### config.mk
export PLATFORM = sky130hd
export DESIGN_NAME = kmm_seq
export DESIGN_NICKNAME = d
export VERILOG_FILES = /design/src/rtl/core/kmm_pkg.sv /design/src/rtl/core/kmm_neighbor.sv /design/src/rtl/core/kmm_seq.sv
export SDC_FILE = /design/constraint.sdc
export NUM_CORES = 1
export LEC_CHECK = 0
export BUFFER_PORTS_ARGS = -buffer_cell sky130_fd_sc_hd__buf_2
export CORE_MARGIN = 10
export CORE_UTILIZATION = 40
export DETAILED_ROUTE_END_ITERATION = 10
export PLACE_DENSITY = 0.75
export RECOVER_POWER = 25
export SETUP_SLACK_MARGIN = 0.1
export SYNTH_ARGS = -nofsm -noshare
export SYNTH_HDL_FRONTEND = slang
export SYNTH_SLANG_ARGS = --single-unit
### constraint.sdc
create_clock -name clk -period 4.9 [get_ports clk]
set_input_delay 0.735 -clock clk [delete_from_list [all_inputs] [get_ports clk]]
set_output_delay 0.735 -clock clk [all_outputs]
set_load 0.01 [all_outputs]
### src/rtl/core/kmm_pkg.sv
// kmm_pkg: shared widths, codes, state type and store control structs
// for the knight shortest-path search core; no dependencies
package kmm_pkg;

  localparam int MAX_SIDE = 128;
  localparam int SIDE_W   = $clog2(MAX_SIDE);
  localparam int SQUARES  = MAX_SIDE * MAX_SIDE;
  localparam int SQ_W     = 2 * SIDE_W;
  localparam int PTR_W    = SQ_W + 1;
  localparam int DIST_W   = 14;
  localparam int COORD_W  = 8;
  localparam int CFG_W    = 8;
  localparam int CFG_IDX_W = 1;
  localparam int NB_W     = 3;
  localparam logic [CFG_W-1:0] SIDE_RESET = 8'd8;

  typedef enum logic [CFG_IDX_W-1:0] {
    CFG_BOARD_ROWS = 1'b0,
    CFG_BOARD_COLS = 1'b1
  } cfg_idx_t;

  typedef enum logic [2:0] {
    ST_IDLE,
    ST_CLEAR,
    ST_SEED,
    ST_POP,
    ST_DIST,
    ST_EXPAND,
    ST_NEXT,
    ST_FINISH
  } state_t;

  // memory controls from the sequencer
  typedef struct packed {
    logic              vis_we;
    logic [SQ_W-1:0]   vis_waddr;
    logic              vis_wdata;
    logic [SQ_W-1:0]   vis_raddr;
    logic              dist_we;
    logic [SQ_W-1:0]   dist_waddr;
    logic [DIST_W-1:0] dist_wdata;
    logic              dist_re;
    logic [SQ_W-1:0]   dist_raddr;
    logic              fifo_we;
    logic [SQ_W-1:0]   fifo_waddr;
    logic [SQ_W-1:0]   fifo_wdata;
    logic              fifo_re;
    logic [SQ_W-1:0]   fifo_raddr;
  } store_ctrl_t;

  // registered read data back to the sequencer
  typedef struct packed {
    logic              vis_q;
    logic [DIST_W-1:0] dist_q;
    logic [SQ_W-1:0]   fifo_q;
  } store_rd_t;

  function automatic logic signed [2:0] knight_dr(input logic [NB_W-1:0] k);
    logic signed [2:0] d;
    unique case (k)
      3'd0, 3'd1: d = 3'sd2;
      3'd2, 3'd3: d = -3'sd2;
      3'd4, 3'd6: d = 3'sd1;
      default:    d = -3'sd1;
    endcase
    return d;
  endfunction

  function automatic logic signed [2:0] knight_dc(input logic [NB_W-1:0] k);
    logic signed [2:0] d;
    unique case (k)
      3'd0, 3'd2: d = 3'sd1;
      3'd1, 3'd3: d = -3'sd1;
      3'd4, 3'd5: d = 3'sd2;
      default:    d = -3'sd2;
    endcase
    return d;
  endfunction

endpackage

### src/rtl/core/kmm_neighbor.sv
// kmm_neighbor: shared move unit, one knight neighbor and its bounds check
// depends on kmm_pkg
module kmm_neighbor (
  input  logic [kmm_pkg::SQ_W-1:0]    sq,
  input  logic [kmm_pkg::NB_W-1:0]    k,
  input  logic [kmm_pkg::CFG_W-1:0]   rows,
  input  logic [kmm_pkg::CFG_W-1:0]   cols,
  output logic [kmm_pkg::SQ_W-1:0]    nsq,
  output logic                        in_bounds
);
  import kmm_pkg::*;

  logic signed [2:0] dr;
  logic signed [2:0] dc;
  logic signed [CFG_W:0] nr;
  logic signed [CFG_W:0] nc;

  assign dr = knight_dr(k);
  assign dc = knight_dc(k);

  assign nr = $signed({{(CFG_W + 1 - SIDE_W){1'b0}}, sq[SQ_W-1:SIDE_W]})
            + $signed({{(CFG_W - 2){dr[2]}}, dr});
  assign nc = $signed({{(CFG_W + 1 - SIDE_W){1'b0}}, sq[SIDE_W-1:0]})
            + $signed({{(CFG_W - 2){dc[2]}}, dc});

  assign in_bounds = !nr[CFG_W] && !nc[CFG_W]
                   && (nr[CFG_W-1:0] < rows) && (nc[CFG_W-1:0] < cols);
  assign nsq = {nr[SIDE_W-1:0], nc[SIDE_W-1:0]};
endmodule

### src/rtl/core/kmm_seq.sv
// kmm_seq: search sequencer, fifo pointers, neighbor pipeline and result
// register; uses kmm_neighbor, drives kmm_store; depends on kmm_pkg
module kmm_seq (
  input  logic                         clk,
  input  logic                         rst_n,
  input  logic [kmm_pkg::CFG_W-1:0]    rows,
  input  logic [kmm_pkg::CFG_W-1:0]    cols,
  input  logic                         in_valid,
  output logic                         in_ready,
  input  logic [kmm_pkg::COORD_W-1:0]  in_row,
  input  logic [kmm_pkg::COORD_W-1:0]  in_col,
  output logic                         out_valid,
  input  logic                         out_ready,
  output logic [kmm_pkg::DIST_W-1:0]   out_count,
  output logic                         out_reach,
  output kmm_pkg::store_ctrl_t         ctrl,
  input  kmm_pkg::store_rd_t           rd
);
  import kmm_pkg::*;

  state_t            state_r, state_nxt;
  logic [SQ_W-1:0]   tgt_r, tgt_nxt;
  logic [SQ_W-1:0]   clr_r, clr_nxt;
  logic [PTR_W-1:0]  head_r, head_nxt;
  logic [PTR_W-1:0]  tail_r, tail_nxt;
  logic [SQ_W-1:0]   sq_r, sq_nxt;
  logic [NB_W-1:0]   k_r, k_nxt;
  logic              p_valid_r, p_valid_nxt;
  logic [SQ_W-1:0]   p_sq_r, p_sq_nxt;
  logic              found_r, found_nxt;
  logic [DIST_W-1:0] res_count_r, res_count_nxt;
  logic              out_valid_r, out_valid_nxt;
  logic [DIST_W-1:0] out_count_r, out_count_nxt;
  logic              out_reach_r, out_reach_nxt;

  logic              accept;
  logic              on_board;
  logic              fresh;
  logic              fifo_room;
  logic              more;
  logic              out_free;
  logic [DIST_W-1:0] dist_inc;
  logic [SQ_W-1:0]   nsq;
  logic              nb_ok;

  kmm_neighbor u_nb (
    .sq        (sq_r),
    .k         (k_r),
    .rows      (rows),
    .cols      (cols),
    .nsq       (nsq),
    .in_bounds (nb_ok)
  );

  assign accept    = in_valid && in_ready;
  assign on_board  = (rows != '0) && (cols != '0) && (in_row != '0) && (in_col != '0)
                   && (in_row <= rows) && (in_col <= cols);
  // second pipeline stage: the neighbor tested last cycle was not yet seen
  assign fresh     = p_valid_r && !rd.vis_q;
  assign fifo_room = tail_r < PTR_W'(SQUARES);
  assign more      = head_r < tail_r;
  assign out_free  = !out_valid_r || out_ready;
  assign dist_inc  = rd.dist_q + DIST_W'(1);

  // next state
  always_comb begin
    state_nxt = state_r;
    unique case (state_r)
      ST_IDLE: begin
        if (accept) begin
          state_nxt = on_board ? ST_CLEAR : ST_FINISH;
        end
      end
      ST_CLEAR: begin
        if (clr_r == '1) begin
          state_nxt = ST_SEED;
        end
      end
      ST_SEED:   state_nxt = ST_POP;
      ST_POP:    state_nxt = (!found_r && more) ? ST_DIST : ST_FINISH;
      ST_DIST:   state_nxt = ST_EXPAND;
      ST_EXPAND: begin
        if (k_r == '1) begin
          state_nxt = ST_NEXT;
        end
      end
      ST_NEXT:   state_nxt = ST_POP;
      ST_FINISH: begin
        if (out_free) begin
          state_nxt = ST_IDLE;
        end
      end
      default:   state_nxt = ST_IDLE;
    endcase
  end

  // outputs: handshake and memory controls
  always_comb begin
    in_ready = (state_r == ST_IDLE);
    ctrl     = '0;
    ctrl.vis_raddr = nsq;
    unique case (state_r)
      ST_CLEAR: begin
        ctrl.vis_we    = 1'b1;
        ctrl.vis_waddr = clr_r;
        ctrl.vis_wdata = 1'b0;
      end
      ST_SEED: begin
        ctrl.vis_we    = 1'b1;
        ctrl.vis_wdata = 1'b1;
        ctrl.dist_we   = 1'b1;
        ctrl.fifo_we   = 1'b1;
      end
      ST_POP: begin
        ctrl.fifo_re    = !found_r && more;
        ctrl.fifo_raddr = head_r[SQ_W-1:0];
      end
      ST_DIST: begin
        ctrl.dist_re    = 1'b1;
        ctrl.dist_raddr = rd.fifo_q;
      end
      default: begin
      end
    endcase
    if (fresh) begin
      ctrl.vis_we     = 1'b1;
      ctrl.vis_waddr  = p_sq_r;
      ctrl.vis_wdata  = 1'b1;
      ctrl.dist_we    = 1'b1;
      ctrl.dist_waddr = p_sq_r;
      ctrl.dist_wdata = dist_inc;
      ctrl.fifo_we    = fifo_room;
      ctrl.fifo_waddr = tail_r[SQ_W-1:0];
      ctrl.fifo_wdata = p_sq_r;
    end
  end

  // datapath registers
  always_comb begin
    tgt_nxt       = tgt_r;
    clr_nxt       = clr_r;
    head_nxt      = head_r;
    tail_nxt      = tail_r;
    sq_nxt        = sq_r;
    k_nxt         = k_r;
    p_valid_nxt   = 1'b0;
    p_sq_nxt      = nsq;
    found_nxt     = found_r;
    res_count_nxt = res_count_r;
    out_valid_nxt = out_valid_r && !out_ready;
    out_count_nxt = out_count_r;
    out_reach_nxt = out_reach_r;
    unique case (state_r)
      ST_IDLE: begin
        if (accept) begin
          tgt_nxt       = {SIDE_W'(in_row - COORD_W'(1)), SIDE_W'(in_col - COORD_W'(1))};
          clr_nxt       = '0;
          found_nxt     = 1'b0;
          res_count_nxt = '0;
        end
      end
      ST_CLEAR:  clr_nxt = clr_r + SQ_W'(1);
      ST_SEED: begin
        head_nxt = '0;
        tail_nxt = PTR_W'(1);
        // target is the corner itself
        if (tgt_r == '0) begin
          found_nxt = 1'b1;
        end
      end
      ST_POP: begin
        if (!found_r && more) begin
          head_nxt = head_r + PTR_W'(1);
        end
      end
      ST_DIST: begin
        sq_nxt = rd.fifo_q;
        k_nxt  = '0;
      end
      ST_EXPAND: begin
        p_valid_nxt = nb_ok;
        k_nxt       = k_r + NB_W'(1);
      end
      ST_FINISH: begin
        if (out_free) begin
          out_valid_nxt = 1'b1;
          out_count_nxt = found_r ? res_count_r : '0;
          out_reach_nxt = found_r;
        end
      end
      default: begin
      end
    endcase
    if (fresh) begin
      if (fifo_room) begin
        tail_nxt = tail_r + PTR_W'(1);
      end
      if (p_sq_r == tgt_r) begin
        found_nxt     = 1'b1;
        res_count_nxt = dist_inc;
      end
    end
  end

  always_ff @(posedge clk) begin
    if (!rst_n) begin
      state_r     <= ST_IDLE;
      p_valid_r   <= 1'b0;
      out_valid_r <= 1'b0;
      found_r     <= 1'b0;
      head_r      <= '0;
      tail_r      <= '0;
    end else begin
      state_r     <= state_nxt;
      p_valid_r   <= p_valid_nxt;
      out_valid_r <= out_valid_nxt;
      found_r     <= found_nxt;
      head_r      <= head_nxt;
      tail_r      <= tail_nxt;
    end
  end

  always_ff @(posedge clk) begin
    tgt_r       <= tgt_nxt;
    clr_r       <= clr_nxt;
    sq_r        <= sq_nxt;
    k_r         <= k_nxt;
    p_sq_r      <= p_sq_nxt;
    res_count_r <= res_count_nxt;
    out_count_r <= out_count_nxt;
    out_reach_r <= out_reach_nxt;
  end

  assign out_valid = out_valid_r;
  assign out_count = out_count_r;
  assign out_reach = out_reach_r;
endmodule

==> flow_summary_export.csv <==
group,metric,value,unit
outcome,outcome,"finished, final reports clean",
critical_path,crit_path_frequent_cell,"ha_1",
yosys,synth-main-ff-cell,"dfxtp_1",
cts,cts_root_buf,"clkbuf_16",
global_route,met1_usage,0.200,
floorplan,die_h,161,um
job,drv_cap,0,
global_route,grt_pass1_vias,7127,
sta,drv_slew,0,
global_route,grt_max_degree,31,
sta,max_freq,216,MHz
hold_path,min-delay-path-class,"flip-flop to flip-flop",
yosys,synth_fp_nets,1002,
power_and_ir_drop,p_clk_frac,0.277,
power_and_ir_drop,power_density,463,nW/um^2
yosys,yosys.cell_types.count,66,
placed_design,routabilityCongestion,0.900,
power_and_ir_drop,p_comb_frac,0.376,
sta,rsz0062_at_grt,"no",
cells_and_area,fin_cells,1328,
route,firstDrtPassIters,5,
cells_and_area,layout.nets,1190,
global_route,gr-usage-met2,0.288,
critical_path,arrival,4.95,ns
sta,finClkSkew,0.0125,ns
floorplan,row_count,51,
sta,relSlewSlack,0.270,
sta,tightest_slew,1.09,ns
global_route,grtUsageMet3,0.0583,
route,vias,7023,
cts,clock_latency,0.42,ns
yosys,synth_seq_area_share,0.389,
power_and_ir_drop,switching_share,0.376,
global_route,grt.total_usage,0.173,
yosys,postSynthAreaPerCell,9.21,um^2
cts,clk_pin_slew_worst_paths,0.06,ns
critical_path,crit_chain,"ha_1 -> ha_1 -> o21bai_2 -> a211o_1 -> ha_1 -> a21o_1 -> a21oi_2 -> nand2b_4 -> a21boi_2 -> o41ai_2 -> xnor2_1 -> ha_1 -> a22o_1 -> or4_4 -> a311oi_2 -> o211ai_1 -> a41o_1 -> nor4b_2",
yosys,synthTopCellsByArea,"edfxtp_1, dfxtp_1, ha_1",
critical_path,critPathMaxStageDelay,0.51,ns
cts,cts_tree,"built",
critical_path,cp.required,5.23,ns
yosys,synthArstFlopShare,0,
yosys,synth_cells,861,
critical_path,crit_slowest_cell,"edfxtp_1",
cells_and_area,syn2layout_area_growth,22.7,%
power_and_ir_drop,seqPwrFrac,0.347,
placed_design,placed_cells,1289,
yosys,yosysTopAreaCell,"edfxtp_1",
cts,clock-sinks,124,
cells_and_area,final_layout_size_suffix_gt1_frac,0.238,
route,wire_per_inst,17.3,um
route,vias_per_cell,5.29,
global_route,grt_first_pass_wirelength,36400,um
yosys,synth_warnings,0,
global_route,grt-ovfl-total,0,
critical_path,path_class,"flip-flop to flip-flop",
yosys,ys_seq_elements,124,
sta,min_period,4.62,ns
critical_path,endpoint_kind,"flip-flop",
sta,setup-violations-final,0,
yosys,netlist_area,7930,um^2
power_and_ir_drop,p_leak,4.37,nW
route,first_iter_violations,398,
global_route,grt_busiest_layer,"met2",
power_and_ir_drop,p_sw,1.69,mW
floorplan,start_util,0.407,
power_and_ir_drop,vdd.ir_drop.worst,0.296,mV
placed_design,place_area,9070,um^2
route,drtAntennaViolNets,0,
cts,cts_made_buffers,17,
yosys,yosys.area.top_type_share,0.227,
cells_and_area,fill_cells,1762,
power_and_ir_drop,finalPower,4.50,mW
floorplan,coreArea,19500,um^2
floorplan,die_w,161,um
placed_design,port_buffers,199,
sta,finalHoldViolCount,0,
floorplan,die_area,25900,um^2
cells_and_area,design_area,9730,um^2
sta,setup_total_negative_slack,0,ns
power_and_ir_drop,internal-power,2.81,mW
floorplan,ios,200,
yosys,synth_edf_count,60,
critical_path,cp-start-kind,"flip-flop",
route,drc,0,
cts,ctsLongestPathBuffers,2,
critical_path,critical_path.max_fanout,7,
route,wirelength,23000,um
sta,period_share,0.943,
cts,htreeDepth,4,
global_route,grt_antenna_before_repair,1,
placed_design,place_hpwl,18300,um
repair_timing:
action / 4_1_cts / 5_1_grt
hold buffers: 0 / 0
endpoints found under the setup margin: 0 / 1
buffers inserted: 0 / 6
gates resized for setup: 0 / 17
flip-flops by register name (all words and copies together) (netlist names), 3 cells and up:
register and count:
clr_r 14, head_r 15, k_r 3, out_count 14, p_sq_r 14, res_count_r 14
sq_r 14, state_r 3, tail_r 15, tgt_r 14
cell usage after synthesis (9+ instances only):
cell      instances
a21o_1           19
a21oi_1          45
and2_1           56
buf_4            15
clkbuf_1         21
dfxtp_1          64
edfxtp_1         60
ha_1             74
inv_1            57
mux2i_1          13
nand2_1          63
nand3_1          35
nand4_1          16
nor2_1           84
nor3_1           11
nor4_1           12
o21ai_0          24
or3_1             9
or4_1            12
xnor2_1          39
xor2_1           21
placed cells by master, fill, tap and decap left out, types with 35 or more instances in the layout:
master      n
edfxtp_1   60
buf_2     182
and2_1     48
nand3_1    35
nor2_1     84
ha_1       71
inv_1      56
nand2_1    63
dfxtp_1    64
xnor2_1    39
a21oi_1    44
area by class of cell:
type	instances	area, um^2	share of cell area
flip-flops and latches	124	3080	0.317
well taps	265	332	0.0341
inverters	58	218	0.0224
clock buffers	20	457	0.0469
diodes	1	2.50	0.000257
multi-input cells	639	4470	0.459
clock inverters	12	120	0.0123
repair buffers	209	1050	0.108
metal layers:
layer,vias to the layer above,routed length [um]
met2,271,10900
met5,-,0
met4,0,533
met1,3287,9710
met3,34,1870
li1,3431,-
metrics by stage:
stage / hold WS, ns / setup slack (ns) / util
after CTS: 0.459 / 0.163 / 0.496
after detailed placement: 0.451 / 0.181 / 0.466
after floorplan: 0.433 / 0.662 / -
after global routing: 0.482 / 0.0524 / 0.500
after global placement: 0.443 / 0.446 / 0.466
final: 0.458 / 0.281 / 0.500
logic make-up after synthesis:
group / share of synthesized area
xor+xnor: 0.0663
flops: 0.389
compound gates: 0.126
mux: 0.0193
buf+inv: 0.0549
simple gates: 0.223
fa+ha+maj: 0.122
final timing paths:
path	slack, ns	startpoint	depth (start not counted)	endpoint
setup / recovery	0.28	k_r[0]$_SDFFCE_PN0P_	18	p_valid_r$_SDFF_PN0_
hold reg to reg	0.46	res_count_r[9]$_DFF_P_	2	res_count_r[9]$_DFF_P_
setup reg to reg	0.28	k_r[0]$_SDFFCE_PN0P_	18	p_valid_r$_SDFF_PN0_
hold / removal	0.46	res_count_r[9]$_DFF_P_	2	res_count_r[9]$_DFF_P_
power groups by stage:
stage / combinational [mW] / sequential [mW] / clock [mW]
after global routing: 1.88 / 1.59 / 1.30
after detailed placement: 1.62 / 1.58 / 0
after floorplan: 1.10 / 1.49 / 0
final: 1.69 / 1.56 / 1.25
after global placement: 1.58 / 1.57 / 0
after CTS: 1.63 / 1.56 / 1.26
critical path: cells and delay by family (launching register included):
family	cells	cell delay, ns
compound gates	10	2.02
xor+xnor	1	0.16
fa+ha+maj	4	1.06
simple gates	3	0.80
flops	1	0.51
Note: power is estimated with default switching activity, not from simulation.
